==> config.mk <==
export PLATFORM = sky130hd
export DESIGN_NAME = bar_alu
export DESIGN_NICKNAME = d
export VERILOG_FILES = /design/src/rtl/core/bar_pkg.sv /design/src/rtl/core/bar_alu.sv
export SDC_FILE = /design/constraint.sdc
export NUM_CORES = 1
export LEC_CHECK = 0
export BUFFER_PORTS_ARGS = -buffer_cell sky130_fd_sc_hd__buf_2
export CORE_ASPECT_RATIO = 0.7
export CORE_UTILIZATION = 55
export DETAILED_ROUTE_END_ITERATION = 8
export GPL_ROUTABILITY_DRIVEN = 0
export PLACE_DENSITY_LB_ADDON = 0.12
export SETUP_SLACK_MARGIN = 0.5
export SYNTH_ARGS = -nofsm -noshare
export SYNTH_HDL_FRONTEND = slang
export SYNTH_SLANG_ARGS = --single-unit
==> constraint.sdc <==
create_clock -name vclk -period 11
set_input_delay 2.2 -clock vclk [all_inputs]
set_output_delay 2.2 -clock vclk [all_outputs]
set_load 0.01 [all_outputs]
==> src/rtl/core/bar_pkg.sv <==
package bar_pkg;

  localparam int MAX_SLOTS_DEF = 16;
  localparam int ADDR_W        = 64;
  localparam int SLOT_FIELD_W  = 4;
  localparam int CFG_IDX_W     = 3;
  localparam int CFG_DATA_W    = 64;

  // Item opcodes
  localparam logic OP_LOAD  = 1'b0;
  localparam logic OP_ROUTE = 1'b1;

  // Configuration register indexes
  localparam logic [CFG_IDX_W-1:0] REG_ERROR_ENABLE   = 3'd0;
  localparam logic [CFG_IDX_W-1:0] REG_ERROR_BASE     = 3'd1;
  localparam logic [CFG_IDX_W-1:0] REG_ERROR_SIZE     = 3'd2;
  localparam logic [CFG_IDX_W-1:0] REG_DEFAULT_ENABLE = 3'd3;
  localparam logic [CFG_IDX_W-1:0] REG_DEFAULT_REMOVE = 3'd4;
  localparam logic [CFG_IDX_W-1:0] REG_DEFAULT_ADD    = 3'd5;

  typedef struct packed {
    logic                    op;
    logic [SLOT_FIELD_W-1:0] slot;
    logic                    slot_valid;
    logic [ADDR_W-1:0]       region_base;
    logic [ADDR_W-1:0]       region_size;
    logic [ADDR_W-1:0]       region_remove;
    logic [ADDR_W-1:0]       region_add;
    logic [ADDR_W-1:0]       access_addr;
    logic [ADDR_W-1:0]       access_len;
  } in_item_t;

  typedef struct packed {
    logic                    status;
    logic [SLOT_FIELD_W-1:0] target_slot;
    logic                    to_default;
    logic [ADDR_W-1:0]       out_addr;
  } out_item_t;

  typedef struct packed {
    logic [ADDR_W-1:0] base;
    logic [ADDR_W-1:0] size;
    logic [ADDR_W-1:0] remove;
    logic [ADDR_W-1:0] add;
  } slot_entry_t;

  // Shared adder operations: a+b, a-b, a+b-1, and a>=b on the carry
  typedef enum logic [1:0] {
    ALU_ADD,
    ALU_SUB,
    ALU_DEC,
    ALU_GE
  } alu_op_t;

  typedef struct packed {
    alu_op_t           op;
    logic [ADDR_W-1:0] a;
    logic [ADDR_W-1:0] b;
  } alu_req_t;

  typedef struct packed {
    logic [ADDR_W-1:0] sum;
    logic              ge;
  } alu_res_t;

endpackage

==> src/rtl/core/bar_alu.sv <==
module bar_alu import bar_pkg::*; (
  input  alu_req_t req,
  output alu_res_t res
);

  logic [ADDR_W:0] b_ext;
  logic [ADDR_W:0] c_ext;
  logic [ADDR_W:0] total;

  always_comb begin
    b_ext = {1'b0, req.b};
    c_ext = '0;
    unique case (req.op)
      ALU_ADD: begin
        b_ext = {1'b0, req.b};
      end
      ALU_SUB, ALU_GE: begin
        b_ext = {1'b0, ~req.b};
        c_ext = (ADDR_W+1)'(1);
      end
      ALU_DEC: begin
        c_ext = {1'b0, {ADDR_W{1'b1}}};
      end
    endcase
    total   = {1'b0, req.a} + b_ext + c_ext;
    res.sum = total[ADDR_W-1:0];
    // carry out of a + ~b + 1 is set exactly when a >= b
    res.ge  = total[ADDR_W];
  end

endmodule

=== Word level (Yosys, flattened, before mapping) ===
Cells that the tools add are included.
W data, S select, Z words.

* Register bits: 0
* Bits of input ports: 130
* Output and inout bits: 65
* Logic and storage cells: 9

* $add $sub $neg: 2
* Equal/unequal tests: 3
* Multiplexer cells: 2
* Bitwise logic cells: 1
* Reduce and logical (&&, ||, !) cells: 1

{| class="wikitable"
|+ Operators with widths
! operator !! count
|-
| $pmux W64 S2 || 1
|-
| $add A64 B65 Y65 || 1
|-
| $add A65 B65 Y65 || 1
|-
| $mux W64 || 1
|-
| $not A64 Y64 || 1
|-
| $eq A2 B2 Y1 const B || 2
|-
| $eq A2 B1 Y1 const B || 1
|-
| $reduce_or A2 Y1 || 1
|}

=== Longest topological paths before layout ===
Gate-level depths: netlist of the first run.

* Depth in word-level cells: 5
* Depth in mapped cells: 18
* Depth with buffers taken out: 15

=== Worst setup path after synthesis of the first run ===
OpenSTA, ideal clock, no wires.

* Path kind: input to output
* Start point: input port req[128] (netlist name)
* End point: output port res[54] (netlist name)
* Data arrival time: 7920 ps
* Data required time: 8800 ps
* Slack: 880 ps
* Cell stages on the path: 17
* Path buffers: 2
* Cell sequence: clkbuf_1 -> clkbuf_1 -> nor2b_1 -> inv_1 -> fa_1 -> inv_1 -> ha_1 -> and4_1 -> and3_4 -> a2111oi_4 -> o221ai_2 -> o21a_1 -> a21oi_2 -> o21ai_2 -> a21boi_2 -> o21ai_1 -> xor2_1

{| class="wikitable"
|+ RTL lines
! element !! RTL line !! RTL
|-
| start: declaration || bar_alu.sv:2 || <nowiki>input alu_req_t req,</nowiki>
|-
| end: declaration || bar_alu.sv:3 || <nowiki>output alu_res_t res</nowiki>
|}

==> results of run 1 <==
[power groups by stage]
stage                     Clock [mW]  Combinational [mW]  Sequential [mW]
after floorplan                    0               0.752                0
after global placement             0                1.06                0
after detailed placement           0                1.06                0
after CTS                          0                1.07                0
after global routing               0                1.18                0
final                              0                1.08                0
[routing by layer]
layer | vias up | share of wire | track usage
met5 | - | 0 | 0
met1 | 2723 | 0.52 | 0.4058
met3 | 12 | 0.063 | 0.007663
li1 | 3158 | - | -
met2 | 221 | 0.41 | 0.3941
met4 | 0 | 0.0093 | 0.01841
[final cells by class]
type | count | area share
Tap cell | 153 | 0.02557
Inverter | 210 | 0.1056
Multi-Input combinational cell | 630 | 0.7361
Timing Repair Buffer | 197 | 0.1327
[cell families (layout without fill, tap and decap cells)]
logic type,count (synthesis),after routing,synth area share
adder cells (fa/ha/maj),128,128,0.3242
AND/OR/NAND/NOR,153,153,0.1231
AO/OA/AOI/OAI,224,224,0.2376
multiplexers,1,1,0.001553
buffers and inverters,244,407,0.1450
XOR/XNOR,124,124,0.1685
[cells in the mapped netlist, types with 4 or more instances]
cell / count
o21a_1: 9
nand2_1: 39
o21bai_1: 12
fa_1: 65
o21ai_2: 4
a211oi_2: 5
xnor2_1: 101
nor4_1: 4
nor2_1: 33
xor2_1: 23
o21ai_0: 31
a21oi_1: 79
a21o_1: 37
ha_1: 63
nand4_1: 21
or2_2: 4
a21oi_2: 4
inv_1: 210
nand3_1: 8
clkbuf_1: 28
nand2b_1: 6
nor2b_1: 10
o21ai_1: 7
nor3_1: 12
and4_1: 4
[per-stage QoR]
stage               instances  hold WS [ns]  power (mW)    util  instance area [um2]
floorplan                 874         4.595      0.7518       -                 6445
global placement         1190         4.766       1.056  0.6677                 7486
detailed placement       1190         4.767       1.063  0.6677                 7486
CTS                      1190         4.767       1.069  0.6677                 7486
global route             1190         4.793       1.184  0.6677                 7486
finish                   1190         4.766       1.075  0.6677                 7486
[how the worst max path moves through the flow]
stage | end | from
detailed placement | res[0] | req[128]
CTS | res[54] | req[128]
finish | res[54] | req[128]
global route | res[54] | req[128]
floorplan | res[54] | req[128]
global placement | res[0] | req[128]
==> run_results.csv, run 1 <==
group,metric,value,unit
status,run_status,"finished, final reports clean",
setup_path,crit_type,"primary input to output port",
layout,layout_commonest_cell,"inv_1",
layout,seqCellArea,0,um2
pwr,comb_power_share,1.000,
min_path,hp-class,"primary input to output port",
logic_synthesis,syn-num-nets,1132,
grt,overflow,0,
die,coreArea,0.01121,mm2
setup_path,cp-start-kind,"primary input",
layout,n_antenna_cell,0,
detailed_routing,vias_per_cell,5.138,
pwr,power.leakage,4.191,nW
logic_synthesis,synth_area,0.006445,mm2
sta,worst_pin_slew,0.9487,ns
die,die-area,0.01216,mm2
clock_network,cts_setup_buffers,0,
sta,period_needed,8.979,ns
placed_design,dp_hpwl,13350,um
logic_synthesis,post-synth-top-area-cell,"fa_1",
min_path,worstHoldStart,"req[64]",
layout,nets,1297,
pwr,power.switching,629.6,uW
setup_path,cp_top_family,"compound AO/OA/AOI/OAI gates",
layout,layout_common_cells,"209 x inv_1, 194 x buf_2, 101 x xnor2_1",
min_path,min_to,"res[1]",
layout,drive_gt1_frac,0.2208,
setup_path,crit_slowest_cell,"buf_4",
clock_network,ctsHoldBuffers,0,
sta,relSlewSlack,0.3675,
die,die_width,131.4,um
setup_path,critical-path-max-stage-delay,0.63,ns
grt,grt_max_degree,49,
layout,multi_input_area,0.005510,mm2
clock_network,cts_resized,0,
sta,rsz0062_at_grt,"no",
placed_design,pre_cts_ws,1.967,ns
sta,setup_viol,0,
logic_synthesis,syn_avg_cell_area,7.374,um2
pwr,vdd_drop_max,0.09481,mV
layout,flow.area_growth_from_synthesis,16.15,%
sta,fmax,111.4,MHz
detailed_routing,routed_wirelength,15420,um
sta,drv_slew,0,
logic_synthesis,synthCells,874,
sta,fin_crit_sh,0.8163,
sta,fin_tns_setup,0,ns
detailed_routing,first_pass_iters,5,
logic_synthesis,yosys_warnings,0,
logic_synthesis,seq_area_frac_synth,0,
setup_path,required,8.80,ns
pwr,power_switching_share,0.5855,
detailed_routing,vias,6114,
sta,hold_violations,0,
min_path,min_path_cells,3,
setup_path,worstPathBufferInverterCount,3,
pwr,pwr-share-seq,0,
die,rows,32,
placed_design,io_buffers,195,
logic_synthesis,synth.area.top_cells,"fa_1 20%, xnor2_1 14%, ha_1 12%",
grt,grt_pass1_wl,26090,um
die,initial_core_util,0.5749,
run,drv_cap,0,
layout,design.seq.count,0,
detailed_routing,drt_iter0_drc,355,
pwr,p_int,445.7,uW
logic_synthesis,netlist.area_leader.share,0.2019,
pwr,p_per_area,143.6,mW/mm2
grt,grt_use_total,0.2552,
layout,nClkBuffers,0,
pwr,pwr-share-clk,0,
setup_path,crit_fanout,41,
die,die_h,92.57,um
setup_path,endpoint_kind,"output port",
layout,nFillCells,1029,
logic_synthesis,yosysUniqueCellTypes,62,
grt,grt_pass1_vias,5541,
detailed_routing,detail-route-antenna-nets,0,
detailed_routing,route.detailed.drc,0,
sta,final.setup.worst_slack,2.021,ns
setup_path,cp.depth,17,
grt,antenna_found_initial,0,
detailed_routing,wire_per_inst,12.96,um
setup_path,worstPathCellList,"buf_4, buf_4, xor2_1, fa_1, ha_1, fa_1, a21oi_1, o22ai_1, a2111oi_4, o221ai_2, o21a_1, a21oi_2, o21ai_2, a21boi_2, o21ai_1, xor2_1, buf_2",
setup_path,critPathArrivalTime,6.78,ns
die,io_pins,195,
Power figures use the tool's default switching activity.
==> run 2: changes to the inputs <==
--- a/config.mk
+++ b/config.mk
@@ -5,6 +5,7 @@
 export SDC_FILE = /design/constraint.sdc
 export NUM_CORES = 1
 export LEC_CHECK = 0
+export ABC_AREA = 1
 export BUFFER_PORTS_ARGS = -buffer_cell sky130_fd_sc_hd__buf_2
 export CORE_ASPECT_RATIO = 0.7
 export CORE_UTILIZATION = 55
==> constraint.sdc (replaced) <==
create_clock -name vclk -period 8.6
set_input_delay 1.72 -clock vclk [all_inputs]
set_output_delay 1.72 -clock vclk [all_outputs]
set_load 0.01 [all_outputs]
==> run 2 against run 1 <==
Compared with the run above: utilization down 1.6 points; synthesized area rose by 32%; sequential share of layout area is the same; via count rose by 57%; synthesized cell count grew 84%; critical path type unchanged; global-route usage increased by 6.2 points; hold slack lost 0.97 ns.
==> run_results.csv, run 2 <==
group,metric,value,unit
layout,seqCellArea,0,um2
detailed_routing,wire_per_inst,12.47,um
status,run_status,"finished, final reports clean",
grt,grt_pass1_vias,8598,
setup_path,cp-start-kind,"primary input",
layout,nFillCells,1532,
grt,antenna_found_initial,0,
layout,drive_gt1_frac,0.1363,
detailed_routing,drt_iter0_drc,920,
setup_path,crit_fanout,54,
grt,grt_use_met1,0.4906,
die,io_pins,195,
detailed_routing,first_pass_iters,6,
clock_network,cts_setup_buffers,0,
sta,relSlewSlack,0.3190,
grt,grt_pass1_wl,40210,um
die,initial_core_util,0.5710,
clock_network,cts_resized,0,
setup_path,critPathArrivalTime,5.60,ns
pwr,power.leakage,6.691,nW
die,coreArea,0.01486,mm2
setup_path,endpoint_kind,"output port",
grt,grt_max_degree,55,
setup_path,crit_start,"req[128]",
run,drv_cap,0,
logic_synthesis,seq_area_frac_synth,0,
logic_synthesis,syn-num-nets,1866,
layout,n_antenna_cell,0,
logic_synthesis,synthCells,1608,
detailed_routing,detail-route-antenna-nets,0,
layout,design.seq.count,0,
grt,grt_use_total,0.3168,
detailed_routing,vias,9581,
die,die_width,150.5,um
layout,nets,2057,
sta,fin_crit_sh,0.8510,
sta,fmax,136.6,MHz
setup_path,required,6.88,ns
placed_design,dp.cells,1992,
placed_design,io_buffers,195,
min_path,hp-class,"primary input to output port",
detailed_routing,vias_per_cell,4.810,
die,die_h,105.9,um
layout,post-route-util,0.6518,
sta,setup_viol,0,
sta,drv_slew,0,
sta,fin_tns_setup,0,ns
logic_synthesis,yosysMostFrequentCell,"nand2_1",
detailed_routing,route.detailed.drc,0,
placed_design,dp_hpwl,22250,um
grt,use_met3,0.06824,
die,rows,37,
sta,hold_violations,0,
grt,overflow,0,
setup_path,cp-endpoint,"res[63]",
logic_synthesis,yosysUniqueCellTypes,22,
logic_synthesis,synth_area,0.008486,mm2
clock_network,ctsHoldBuffers,0,
logic_synthesis,yosys_warnings,0,
layout,nClkBuffers,0,
layout,layout_common_cells,"597 x nand2_1, 505 x inv_1, 194 x buf_2",
layout,final_cells,1992,
sta,period_needed,7.319,ns
logic_synthesis,post-synth-top-area-cell,"nand2_1",
grt,grt_use_met2,0.4487,
sta,rsz0062_at_grt,"no",
logic_synthesis,synth_common_cells,"597 x nand2_1, 506 x inv_1, 106 x nor2_1, 65 x fa_1, 63 x ha_1",
setup_path,crit_type,"primary input to output port",
die,die-area,0.01594,mm2
detailed_routing,routed_wirelength,24840,um
logic_synthesis,syn_avg_cell_area,5.277,um2
logic_synthesis,netlist.area_leader.share,0.2641,
logic_synthesis,synth.area.top_cells,"nand2_1 26%, inv_1 22%, fa_1 15%",
grt,busiest_layer,"met1",
layout,flow.area_growth_from_synthesis,14.16,%
sta,worst_pin_slew,1.022,ns
pwr,vdd_drop_max,0.09169,mV
min_path,worstHoldStart,"req[64]",
layout,layout_commonest_cell,"nand2_1",
pwr,p_per_area,167.1,mW/mm2
[run 2: cell count changes after synthesis, sizes merged, moves of 9 or more]
cell,change
clkbuf,-27
o21bai,-9
xnor2,-39
xor2,+10
inv,+296
o21a,-9
o21ai,-40
a21o,-38
nand3,+51
nand2,+577
nor2b,-10
a21oi,-43
nor2,+87
[run 2: worst min path at each step]
stage	to	slack, ns	cells after the start
global route	res[1]	3.82	3
detailed placement	res[1]	3.80	3
floorplan	res[1]	3.63	1
finish	res[1]	3.80	3
global placement	res[1]	3.80	3
CTS	res[1]	3.80	3
[run 2: logic make-up (layout without fill, tap and decap cells)]
group / count (synthesis) / after routing / share of synthesized area
compound gates: 46 / 46 / 0.02802
xor+xnor: 95 / 95 / 0.09805
fa+ha+maj: 128 / 128 / 0.2462
buf+inv: 514 / 703 / 0.2284
simple gates: 825 / 825 / 0.3993
[run 2: critical path, cell delays in order]
cell,delay [ns]
buf_4,0.41
nor2_1,0.20
inv_4,0.78
buf_4,0.37
fa_1,0.45
inv_1,0.07
ha_1,0.30
nand2_1,0.22
inv_1,0.09
nand2_1,0.07
nand2_1,0.09
a21oi_1,0.17
nand2_1,0.07
a21oi_1,0.18
nand2_1,0.09
nand2_1,0.07
nand2_1,0.05
buf_2,0.13
[run 2: power breakdown]
group          switching, mW  internal (mW)
sequential                 0              0
combinational           1.06          0.557
clock                      0              0
[run 2: metrics by stage]
step           setup WS, ns  hold slack, ns  power (mW)  area (um2)
2_1_floorplan        0.5993           3.635       1.061        8486
6_report              1.281           3.798       1.619        9687
4_1_cts               1.320           3.804       1.579        9687
5_1_grt              0.8583           3.822       1.790        9687
3_5_place_dp          1.329           3.804       1.571        9687
3_3_place_gp          1.387           3.805       1.545        9687
[run 2: layout make-up]
cell class                 count  area (um2)  share of cell area
inverter                     506        1902              0.1963
timing repair buffer         197       993.5              0.1026
multi-input combinational   1094        6548              0.6759
tap                          195       244.0             0.02519
[run 2: metal layers]
metal,routed length (um),vias up
met5,0,-
li1,-,4934
met3,3390,34
met1,11980,4083
met2,9092,530
met4,370,0
==> run 3: changes to the inputs <==
--- a/config.mk
+++ b/config.mk
@@ -7,8 +7,10 @@
 export LEC_CHECK = 0
 export ABC_AREA = 1
 export BUFFER_PORTS_ARGS = -buffer_cell sky130_fd_sc_hd__buf_2
+export CELL_PAD_IN_SITES_DETAIL_PLACEMENT = 1
+export CELL_PAD_IN_SITES_GLOBAL_PLACEMENT = 1
 export CORE_ASPECT_RATIO = 0.7
-export CORE_UTILIZATION = 55
+export CORE_UTILIZATION = 38
 export DETAILED_ROUTE_END_ITERATION = 8
 export GPL_ROUTABILITY_DRIVEN = 0
 export PLACE_DENSITY_LB_ADDON = 0.12
==> run 3 against run 2 <==
Compared with the run above: highest routed layer unchanged; critical endpoint is now res[22]; critical path depth decreased by 3; non-clock buffer count did not move; first-iteration DRC count down 35%; fmax down 1.2%; hold slack better by 0.018 ns.
==> run_results.csv, run 3 (synthesis results as in run 2) <==
group,metric,value,unit
status,run_status,"finished, final reports clean",
sta,hold_violations,0,
grt,antenna_found_initial,0,
die,die_h,127.0,um
layout,nClkBuffers,0,
die,die_width,180.6,um
setup_path,crit_fanout,35,
sta,drv_slew,0,
detailed_routing,routed_wirelength,30880,um
min_path,worstHoldStart,"req[64]",
placed_design,dp.cells,2079,
layout,layout_commonest_cell,"nand2_1",
layout,final_cell_area,0.009808,mm2
layout,multi_input_area,0.006548,mm2
placed_design,dpl_cell_area,0.009808,mm2
layout,layout_common_cells,"597 x nand2_1, 505 x inv_1, 194 x buf_2",
placed_design,io_buffers,195,
detailed_routing,vias,9728,
detailed_routing,detail-route-antenna-nets,0,
sta,fin_tns_setup,0,ns
sta,fmax,135.0,MHz
layout,nFillCells,3278,
setup_path,required,6.88,ns
sta,fin_crit_sh,0.8612,
clock_network,cts_setup_buffers,0,
die,initial_core_util,0.3894,
layout,seqCellArea,0,um2
run,drv_cap,0,
grt,grt_pass1_vias,9535,
layout,drive_gt1_frac,0.1363,
setup_path,crit_type,"primary input to output port",
pwr,p_per_area,171.9,mW/mm2
sta,worst_pin_slew,0.5988,ns
setup_path,endpoint_kind,"output port",
sta,setup_viol,0,
detailed_routing,drt_iter0_drc,599,
setup_path,cp-start-kind,"primary input",
sta,period_needed,7.407,ns
die,die-area,0.02294,mm2
grt,grt_max_degree,37,
detailed_routing,vias_per_cell,4.679,
pwr,power.leakage,6.697,nW
grt,grt_pass1_wl,49180,um
detailed_routing,route.detailed.drc,0,
sta,relSlewSlack,0.6008,
min_path,min_path_cells,3,
grt,overflow,0,
sta,rsz0062_at_grt,"no",
layout,design.seq.count,0,
layout,flow.area_growth_from_synthesis,15.59,%
grt,grt_use_total,0.2707,
detailed_routing,first_pass_iters,6,
clock_network,ctsHoldBuffers,0,
detailed_routing,wire_per_inst,14.86,um
die,rows,45,
clock_network,cts_resized,0,
layout,nets,2057,
sta,whs,3.817,ns
layout,post-route-util,0.4501,
setup_path,crit_start,"req[128]",
die,coreArea,0.02179,mm2
die,io_pins,195,
min_path,hp-class,"primary input to output port",
layout,n_antenna_cell,0,
placed_design,dp_hpwl,28460,um
setup_path,critPathArrivalTime,5.69,ns
layout,final_cells,2079,
pwr,vdd_drop_max,0.06790,mV
==> run 3: cell counts in the layout (fill, tap and decap cells not counted) <==
Identical to the previous run, type by type.
==> run 3: per-layer routing <==
layer | global-route usage | wire length, um | vias to the layer above
met4 | 0.004525 | 70 | 0
met5 | 0 | 0 | -
met2 | 0.4063 | 12060 | 291
li1 | - | - | 4924
met3 | 0.01910 | 2028 | 4
met1 | 0.4371 | 16720 | 4509
==> run 3: power breakdown <==
part / internal (mW) / switching [mW]
clock network: 0 / 0
registers: 0 / 0
logic: 0.560 / 1.13
==> run 3: layout make-up <==
cell class / instances / share of cell area
well taps: 282 / 0.03597
multi-input cells: 1094 / 0.6676
inverters: 506 / 0.1939
repair buffers: 197 / 0.1026
==> run 3: worst paths after layout <==
| path | slack (ns) | to |
|---|---|---|
| worst min-delay path | 3.82 | res[1] |
| worst max-delay path | 1.19 | res[22] |
==> run 3: critical path, cell delays in order <==
cell	delay (ns)
buf_4	0.45
nor2_1	0.21
inv_4	0.48
buf_12	0.36
fa_1	0.48
inv_1	0.07
ha_1	0.33
nand2_1	0.24
nor2_1	0.27
nand2_1	0.12
inv_1	0.10
nand4_1	0.13
nand3_2	0.17
xor2_1	0.29
buf_2	0.20
==> run 3: per-stage QoR <==
| stage | power [mW] | setup slack (ns) |
|---|---|---|
| final | 1.686 | 1.193 |
| after global routing | 1.867 | 0.8760 |
| after CTS | 1.674 | 1.171 |
| after detailed placement | 1.665 | 1.178 |
| after global placement | 1.624 | 1.242 |
| after floorplan | 1.061 | 0.5993 |
